`config.mk`:
```
export PLATFORM = sky130hd
export DESIGN_NAME = nmea_sentence_checker_core
export DESIGN_NICKNAME = d
export VERILOG_FILES = /design/src/rtl/core/nsc_pkg.sv /design/src/rtl/core/nmea_sentence_checker_core.sv
export SDC_FILE = /design/constraint.sdc
export NUM_CORES = 1
export LEC_CHECK = 0
export ABC_AREA = 1
export BUFFER_PORTS_ARGS = -buffer_cell sky130_fd_sc_hd__buf_4
export CAP_MARGIN = 20
export CORE_MARGIN = 4
export CORE_UTILIZATION = 60
export CTS_BUF_LIST = sky130_fd_sc_hd__clkbuf_16
export CTS_CLUSTER_DIAMETER = 120
export DETAILED_ROUTE_END_ITERATION = 8
export HOLD_SLACK_MARGIN = 0.15
export PLACE_DENSITY = 0.81
export SYNTH_ARGS = -nofsm -noshare
export SYNTH_HDL_FRONTEND = slang
export SYNTH_SLANG_ARGS = --single-unit
```
`constraint.sdc`:
```
create_clock -name clk -period 8.2 [get_ports clk]
set_clock_uncertainty 0.1 [all_clocks]
set_input_delay 1.64 -clock clk [delete_from_list [all_inputs] [get_ports clk]]
set_output_delay 1.64 -clock clk [all_outputs]
set_load 0.05 [all_outputs]
```
`src/rtl/core/nsc_pkg.sv`:
```
// Shared constants, types and helper functions for the NMEA sentence checker.
// Used by nmea_sentence_checker_core; depends on nothing else.
`timescale 1ns / 1ps
`default_nettype none

package nsc_pkg;

    localparam int unsigned LenW = 10;
    localparam int unsigned CntW = 16;

    localparam logic [LenW-1:0] MaxLenReset = 10'd128;
    localparam logic [LenW-1:0] HeaderLen   = 10'd3;
    localparam logic [LenW-1:0] MinStarLen  = 10'd8;

    localparam logic [23:0] SyncGp = 24'h244750;
    localparam logic [23:0] SyncGn = 24'h24474E;

    localparam logic [7:0] CharLf    = 8'h0a;
    localparam logic [7:0] CharStar  = 8'h2a;
    localparam logic [7:0] CharG     = 8'h47;
    localparam logic [7:0] CharN     = 8'h4E;
    localparam logic [7:0] CharP     = 8'h50;
    localparam logic [7:0] CharNine  = 8'h39;
    localparam logic [7:0] CharZero  = 8'h30;
    localparam logic [7:0] HexAlphaOffset = 8'h37;

    localparam logic [23:0] IdGga = 24'h474741;
    localparam logic [23:0] IdVtg = 24'h565447;
    localparam logic [23:0] IdRmc = 24'h524D43;

    typedef enum logic [1:0] {
        STATUS_VALID    = 2'd0,
        STATUS_NO_STAR  = 2'd1,
        STATUS_CSUM_ERR = 2'd2,
        STATUS_OVERFLOW = 2'd3
    } status_t;

    typedef enum logic [1:0] {
        KIND_OTHER = 2'd0,
        KIND_GGA   = 2'd1,
        KIND_VTG   = 2'd2,
        KIND_RMC   = 2'd3
    } kind_t;

    // Hex digit decode without range checking: anything above '9' is taken
    // as an uppercase letter.
    function automatic logic [7:0] hex_digit(input logic [7:0] c);
        logic [7:0] d;
        if (c > CharNine)
        begin
            d = c - HexAlphaOffset;
        end
        else
        begin
            d = c - CharZero;
        end
        return d;
    endfunction

endpackage

`default_nettype wire

```
`src/rtl/core/nmea_sentence_checker_core.sv`:
```
// NMEA sentence checker top level: framing, checksum check and result register.
// Depends on nsc_pkg.
`timescale 1ns / 1ps
`default_nettype none

// Takes one received byte per beat and finds sentences that open with "$GP" or
// "$GN" (a new header restarts framing at any time, silently dropping a
// sentence in progress). A sentence ends with one result beat on LF (valid,
// missing star or checksum mismatch) or when its byte count reaches or passes
// max_sentence_length (overflow). Each byte is processed in the cycle it is
// accepted and its result, if any, is held in an output register, so a byte
// can be accepted on every clock while the result register is empty or being
// drained. The error counters wrap at 16 bits.
// max_sentence_length is written through cfg_write_en/cfg_write_data and
// resets to 128.
module nmea_sentence_checker_core (
    input  wire logic                    clk,
    input  wire logic                    rst_n,
    input  wire logic                    cfg_write_en,
    input  wire logic [9:0]              cfg_write_data,
    input  wire logic                    in_valid,
    output logic                         in_ready,
    input  wire logic [7:0]              rx_byte,
    output logic                         out_valid,
    input  wire logic                    out_ready,
    output nsc_pkg::status_t             status,
    output logic                         talker_gn,
    output nsc_pkg::kind_t               sentence_kind,
    output logic [7:0]                   checksum_received,
    output logic [7:0]                   checksum_computed,
    output logic [nsc_pkg::LenW-1:0]     sentence_length,
    output logic [nsc_pkg::CntW-1:0]     star_error_total,
    output logic [nsc_pkg::CntW-1:0]     checksum_error_total
);
    import nsc_pkg::*;

    // Framing state.
    logic [LenW-1:0]  max_len_reg;
    logic [23:0]      sync_reg,     sync_next;
    logic             in_sent_reg,  in_sent_next;
    logic [LenW-1:0]  count_reg,    count_next;
    logic [7:0]       xor_reg,      xor_next;
    logic [7:0]       tail_reg [4];
    logic [7:0]       tail_next [4];
    logic [7:0]       id_reg [3];
    logic [7:0]       id_next [3];
    logic             talker_reg,   talker_next;
    logic [CntW-1:0]  star_cnt_reg, star_cnt_next;
    logic [CntW-1:0]  crc_cnt_reg,  crc_cnt_next;

    // Result register.
    logic             out_valid_reg;
    status_t          status_reg,   status_next;
    kind_t            kind_reg,     kind_next;
    logic             gn_reg;
    logic [7:0]       rcvd_reg,     rcvd_next;
    logic [7:0]       calc_reg,     calc_next;
    logic [LenW-1:0]  len_reg;
    logic             emit;

    logic             accept;
    logic [LenW-1:0]  pos_plus;
    logic [23:0]      id_word;
    logic [7:0]       hex_hi;
    logic [7:0]       hex_lo;
    logic [7:0]       rcvd_raw;
    logic [7:0]       calc_raw;

    assign in_ready = !out_valid_reg || out_ready;
    assign accept   = in_valid && in_ready;

    assign pos_plus = count_reg + 10'd1;
    // A checksum can only pass at a count of eight or more, by which time the
    // three identifier bytes are already held.
    assign id_word  = {id_reg[0], id_reg[1], id_reg[2]};
    assign hex_hi   = hex_digit(tail_reg[2]);
    assign hex_lo   = hex_digit(tail_reg[1]);
    assign rcvd_raw = {hex_hi[3:0], 4'h0} | hex_lo;
    // The running XOR already holds the star, the hex pair and CR; XOR them out.
    assign calc_raw = xor_reg ^ tail_reg[0] ^ tail_reg[1] ^ tail_reg[2] ^ tail_reg[3];

    always_comb
    begin
        sync_next     = {sync_reg[15:0], rx_byte};
        in_sent_next  = in_sent_reg;
        count_next    = count_reg;
        xor_next      = xor_reg;
        tail_next     = tail_reg;
        id_next       = id_reg;
        talker_next   = talker_reg;
        star_cnt_next = star_cnt_reg;
        crc_cnt_next  = crc_cnt_reg;
        emit          = 1'b0;
        status_next   = STATUS_VALID;
        kind_next     = KIND_OTHER;
        rcvd_next     = 8'h00;
        calc_next     = 8'h00;

        if (sync_next == SyncGp || sync_next == SyncGn)
        begin
            in_sent_next = 1'b1;
            talker_next  = (sync_next == SyncGn);
            count_next   = HeaderLen;
            xor_next     = CharG ^ ((sync_next == SyncGn) ? CharN : CharP);
            for (int i = 0; i < 4; i++)
            begin
                tail_next[i] = 8'h00;
            end
            for (int i = 0; i < 3; i++)
            begin
                id_next[i] = 8'h00;
            end
        end
        else if (in_sent_reg)
        begin
            if (count_reg == 10'd3)
            begin
                id_next[0] = rx_byte;
            end
            if (count_reg == 10'd4)
            begin
                id_next[1] = rx_byte;
            end
            if (count_reg == 10'd5)
            begin
                id_next[2] = rx_byte;
            end
            count_next = pos_plus;

            if (pos_plus >= max_len_reg)
            begin
                in_sent_next = 1'b0;
                emit         = 1'b1;
                status_next  = STATUS_OVERFLOW;
            end
            else if (rx_byte == CharLf)
            begin
                in_sent_next = 1'b0;
                emit         = 1'b1;
                if (pos_plus < MinStarLen || tail_reg[3] != CharStar)
                begin
                    star_cnt_next = star_cnt_reg + 16'd1;
                    status_next   = STATUS_NO_STAR;
                end
                else
                begin
                    rcvd_next = rcvd_raw;
                    calc_next = calc_raw;
                    if (rcvd_raw == calc_raw)
                    begin
                        status_next = STATUS_VALID;
                        if (id_word == IdGga)
                        begin
                            kind_next = KIND_GGA;
                        end
                        else if (id_word == IdVtg)
                        begin
                            kind_next = KIND_VTG;
                        end
                        else if (id_word == IdRmc)
                        begin
                            kind_next = KIND_RMC;
                        end
                    end
                    else
                    begin
                        crc_cnt_next = crc_cnt_reg + 16'd1;
                        status_next  = STATUS_CSUM_ERR;
                    end
                end
            end
            else
            begin
                xor_next     = xor_reg ^ rx_byte;
                tail_next[3] = tail_reg[2];
                tail_next[2] = tail_reg[1];
                tail_next[1] = tail_reg[0];
                tail_next[0] = rx_byte;
            end
        end
    end

    always_ff @(posedge clk or negedge rst_n)
    begin
        if (!rst_n)
        begin
            max_len_reg   <= MaxLenReset;
            sync_reg      <= '0;
            in_sent_reg   <= 1'b0;
            count_reg     <= '0;
            xor_reg       <= '0;
            talker_reg    <= 1'b0;
            star_cnt_reg  <= '0;
            crc_cnt_reg   <= '0;
            out_valid_reg <= 1'b0;
            for (int i = 0; i < 4; i++)
            begin
                tail_reg[i] <= '0;
            end
            for (int i = 0; i < 3; i++)
            begin
                id_reg[i] <= '0;
            end
        end
        else
        begin
            if (cfg_write_en)
            begin
                max_len_reg <= cfg_write_data;
            end
            if (accept)
            begin
                sync_reg     <= sync_next;
                in_sent_reg  <= in_sent_next;
                count_reg    <= count_next;
                xor_reg      <= xor_next;
                tail_reg     <= tail_next;
                id_reg       <= id_next;
                talker_reg   <= talker_next;
                star_cnt_reg <= star_cnt_next;
                crc_cnt_reg  <= crc_cnt_next;
            end
            if (accept)
            begin
                out_valid_reg <= emit;
            end
            else if (out_ready)
            begin
                out_valid_reg <= 1'b0;
            end
        end
    end

    // Result payload carries no reset; it is loaded only with a result beat.
    always_ff @(posedge clk)
    begin
        if (accept && emit)
        begin
            status_reg <= status_next;
            kind_reg   <= kind_next;
            gn_reg     <= talker_reg;
            rcvd_reg   <= rcvd_next;
            calc_reg   <= calc_next;
            len_reg    <= count_next;
        end
    end

    assign out_valid            = out_valid_reg;
    assign status               = status_reg;
    assign talker_gn            = gn_reg;
    assign sentence_kind        = kind_reg;
    assign checksum_received    = rcvd_reg;
    assign checksum_computed    = calc_reg;
    assign sentence_length      = len_reg;
    assign star_error_total     = star_cnt_reg;
    assign checksum_error_total = crc_cnt_reg;

endmodule

`default_nettype wire

```
== Word level (Yosys, flattened, before mapping) ==
Cells that the tools add are included.

* Bits in latches: 0
* ROM bits: 0
* Memories kept: 0
* Memory bits (writable): 0
* Output and inout bits: 65
* Register bits after elaboration: 166
* Input port bits: 23
* Logic and storage cells: 117

* Mux-type cells: 35
* Eq/ne operators: 13
* Multiply operators: 0
* Shifts and indexed selects: 0
* $add $sub $neg: 7
* Reductions and logical operators: 22
* Divide/modulo/power cells: 0
* Bitwise logic cells: 13
* Magnitude comparators: 4

{| class="wikitable"
|+ Operator list
! operator !! count
|-
| $mux 32 || 4
|-
| $eq 24x23->1 const B || 3
|-
| $mux 8 || 8
|-
| $eq 24x22->1 const B || 2
|-
| $mux 24 || 2
|-
| $xor 8x8->8 || 5
|-
| $add 16x1->16 const B || 2
|-
| $eq 10x3->1 const B || 2
|-
| $mux 10 || 2
|-
| $gt 8x6->1 const B || 2
|-
| $sub 8x6->8 const B || 2
|-
| $mux 2 || 6
|-
| $mux 1 || 11
|-
| $add 10x1->10 const B || 1
|-
| $eq 10x2->1 const B || 1
|-
| $ge 10x10->1 || 1
|-
| $lt 10x4->1 const B || 1
|-
| $reduce_bool 2->1 || 5
|-
| $reduce_and 3->1 || 3
|-
| $eq 8x4->1 const B || 1
|-
| $eq 8x8->1 || 1
|-
| $ne 8x6->1 const B || 1
|-
| $or 8x8->8 || 1
|-
| $reduce_and 7->1 || 1
|-
| 17 further kinds || 26
|}

== Depth between registers and ports, before layout ==
* Word-level depth: 9
* Gate-level depth with buffers: 20
* Mapped depth without buffers: 19

== Worst setup path before layout ==
No wires, ideal clock.

* Path type: input -> register
* Start: in out_ready
* End: reg calc_reg[0] (netlist: checksum_computed[0]) (enable)
* Data required time: 7714 ps
* Library setup time: 386 ps
* Path slack: 4281 ps
* Data arrival time: 3433 ps
* Stages: 7
* Buffers on the path: 1
* Cell sequence: inv_1 nand2_1 nand2_1 nor2_1 clkbuf_1 nand2_1 inv_1

* Longest elaborated chain between the ends: 3

{| class="wikitable"
|+ RTL lines
! element !! line !! text
|-
| start, declared || nmea_sentence_checker_core.sv:25 || <nowiki>input wire logic out_ready,</nowiki>
|-
| $logic_or 1x1->1 || nmea_sentence_checker_core.sv:69 || <nowiki>assign in_ready = !out_valid_reg || out_ready;</nowiki>
|-
| via in_ready || nmea_sentence_checker_core.sv:22 || <nowiki>output logic in_ready,</nowiki>
|-
| $logic_and 1x1->1 || nmea_sentence_checker_core.sv:70 || <nowiki>assign accept = in_valid && in_ready;</nowiki>
|-
| $logic_and 1x1->1 || nmea_sentence_checker_core.sv:237 || <nowiki>if (accept && emit)</nowiki>
|-
| end signal, assigned || nmea_sentence_checker_core.sv:243 || <nowiki>calc_reg <= calc_next;</nowiki>
|-
| end, declared || nmea_sentence_checker_core.sv:57 || <nowiki>logic [7:0] calc_reg, calc_next;</nowiki>
|}

The timed path passes the listed nets, and every way through them passes these cells.
A chain may end at the register's enable or synchronous reset.

== Worst setup path after layout ==
* Start: in out_ready
* End: reg id_reg[1] in the netlist's numbering

* Longest elaborated chain between the ends: 3

{| class="wikitable"
|+ RTL lines
! element !! line !! text
|-
| $logic_or 1x1->1 || nmea_sentence_checker_core.sv:69 ||
|-
| $logic_and 1x1->1 || nmea_sentence_checker_core.sv:70 ||
|-
| $reduce_and 3->1 (no line) || n/a ||
|-
| end signal, assigned || nmea_sentence_checker_core.sv:218 || <nowiki>id_reg <= id_next;</nowiki>
|-
| end, declared || nmea_sentence_checker_core.sv:45 || <nowiki>logic [7:0] id_reg [3];</nowiki>
|}

Every way passes these cells.

==> results_dict.tcl <==
set metrics [dict create \
    status "finished clean" \
    end_kind "register" \
    place_ws_ps 3170 \
    die_x_um 132 \
    antenna_cells 0 \
    synth_nets 1229 \
    clock_latency_ps 430 \
    hold_path_class "reg -> reg" \
    track_usage_pct 25.4 \
    synth_compound_area_share_pct 7.46 \
    design_area_um2 10600 \
    dieArea_um2 17500 \
    synth_top_family_by_area "simple AND/OR/NAND/NOR gates" \
    wl_met2_um 10400 \
    path_class "in -> reg" \
    clock-sinks 166 \
    num-fill-cells 1213 \
    netlist_area_um2 9300 \
    relSlewSlack_pct 38.7 \
    cts_tree "yes" \
    synth_edf_count 31 \
    synth-xor-area-share_pct 4.52 \
    synthCells 1186 \
    syn_to_final_growth_pct 14.1 \
    cts_setup_buffers 0 \
    synth_top_flop_cell "dfrtp_1" \
    r2r_slack_ps 4620 \
    m1WireLength_um 9350 \
    num-nets-final 1305 \
    synth_cell_types 43 \
    io_buffers 87 \
    place.gp.congestion 0.921 \
    avgSynthCellArea_um2 7.84 \
    start_util_pct 61.1 \
    cp-start-kind "input pin" \
    wl_met3_um 1520 \
    root_buffer "clkbuf_16" \
    drive_above_1_share_pct 12.9 \
    yosys-top-cells-area "dfrtp_1 36%, nand2_1 16%, edfxtp_1 10%, inv_1 6.2%, o21ai_0 4.2%" \
    path_max_fanout 32 \
    ant_nets 0 \
    synth_largest_area_cell "dfrtp_1" \
    finalSetupViolCount 0 \
    synth.area.mux_share_pct 0.121 \
    synth_top_area_share_pct 36.1 \
    clk_path_buf_depth 2 \
    grt_max_degree 78 \
    r2r-end "checksum_computed[4]" \
    powerDensity_nw_per_um2 169 \
    rsz0062_at_grt "no" \
    ir_drop_v 0.000147 \
    via_per_inst 5.49 \
    avgRoutedWirePerCell_um 14.9 \
    placed_cell_area_um2 9990 \
    cts_hold_buf 0 \
    holdPathEnd "talker_gn" \
    ys_seq_area_share_pct 46.4 \
    period_minus_slack_ps 4240 \
    synthArstFlopShare_pct 81.3 \
    htree_num_levels 4 \
    vias 8032 \
    drv_cap 0 \
    p_leak_nw 5.39 \
    antenna_found_initial 0 \
    period_share_pct 51.8 \
    wirelength_um 21800 \
    largest_reg_flops 32 \
    synth_seq_cells 166 \
    final.setup.worst_slack_ps 3960 \
    final-max-slew-violation-count 0 \
    die_h_um 132 \
    cts_buffers 17 \
    reg2reg_depth 19 \
    core_um2 15200 \
    drc 0 \
    hold_depth 0 \
    clkTransAtPathRegs_ps 60 \
    firstDrtPassIters 5 \
    worstPathArrival_ps 4440 \
    synth-simple-area-share_pct 30.1 \
    topRoutingLayerUsed "met4" \
    tns_ps 0 \
    cts_resized 0 \
    hpwl_um 15600 \
    hold_start "talker_reg" \
    hold_viol 0 \
    globalRouteOverflowTotal 0 \
    grt_pass1_wl_um 36300 \
    yosysWarnings 0 \
    synth_fa_ha_area_share_pct 2.69 \
    r2r-start "count_reg[0]" \
    pin_count 88 \
    worst_slew_pin_slew_ps 917 \
    drtIter0Drc 709 \
    rows 45 \
    fmax_ghz 0.236 \
    grt_pass1_vias 7657 \
    crit_required_ps 8400 \
]
[critical path, stage by stage]
cell	delay [ps]
buf_4	110
inv_1	40
nand2_1	70
nand2_1	680
clkinv_1	860
nand2_1	250
nor4_1	110
nand4_1	140
nand2_1	140
inv_1	260
o21ai_0	140
[cells in the final DEF (no fill, tap or decap), types with 22 or more instances in the layout]
cell and instances:
nand2_1 393, nand3_1 75, buf_4 87, inv_1 153
o21ai_0 78, xor2_1 26, dfrtp_1 134, edfxtp_1 31
nor2_1 69, nand4_1 35, xnor2_1 22
[report_power, final]
part	internal, mW	total, mW	switching (mW)
Clock	0.425	0.782	0.357
Combinational	0.0438	0.143	0.0993
Sequential	0.858	0.872	0.0141
Total	1.33	1.80	0.470
[logic make-up after synthesis]
family                   after synthesis
flip-flops                           166
adder cells (fa/ha/maj)               20
AND/OR/NAND/NOR                      631
AO/OA/AOI/OAI                        126
multiplexers                           1
XOR/XNOR                              48
buffers and inverters                194
[Yosys cell counts (6+ instances only)]
| library cell | instances |
|---|---|
| a21oi_1 | 7 |
| buf_2 | 8 |
| buf_6 | 8 |
| clkbuf_1 | 13 |
| dfrtp_1 | 134 |
| edfxtp_1 | 31 |
| ha_1 | 20 |
| inv_1 | 153 |
| nand2_1 | 393 |
| nand2_2 | 6 |
| nand3_1 | 75 |
| nand3_2 | 6 |
| nand4_1 | 35 |
| nor2_1 | 69 |
| nor3_1 | 14 |
| nor4_1 | 10 |
| o21ai_0 | 78 |
| o21ai_1 | 15 |
| o21ai_2 | 9 |
| o22ai_1 | 9 |
| xnor2_1 | 22 |
| xor2_1 | 26 |
[through the flow]
step	power, mW	instances	hold slack (ps)	util, %
after detailed placement	1.03	1429	378	65.7
after CTS	1.80	1461	385	69.4
after floorplan	0.974	1186	325	-
final	1.80	1463	380	69.8
after global routing	1.86	1463	403	69.8
after global placement	1.03	1429	367	65.7
[how the worst max path moves through the flow]
stage | start | end | slack (ps) | depth (start not counted)
global route | out_ready | id_reg[1] | 3600 | 12
finish | out_ready | id_reg[1] | 3960 | 11
detailed placement | rx_byte[6] | checksum_received[4] | 3170 | 10
CTS | rx_byte[6] | checksum_computed[4] | 3620 | 10
floorplan | out_ready | checksum_computed[0] | 4280 | 7
global placement | rx_byte[0] | checksum_computed[5] | 3270 | 11
[per-layer routing]
| metal | vias up | global-route usage (%) |
|---|---|---|
| met4 | 0 | 8.78 |
| met1 | 3744 | 33.5 |
| met3 | 48 | 5.74 |
| li1 | 3951 | - |
| met5 | - | 0 |
| met2 | 289 | 41.6 |
[final cells by class]
class | instances | area, µm² | area share (%)
clock inverter | 15 | 140 | 1.32
clock buffer | 17 | 425 | 4.01
inverter | 161 | 609 | 5.74
sequential | 166 | 4310 | 40.6
timing repair buffer | 90 | 719 | 6.78
multi-input combinational | 826 | 4170 | 39.3
tap | 188 | 235 | 2.22
(Power assumes the default switching activity.)
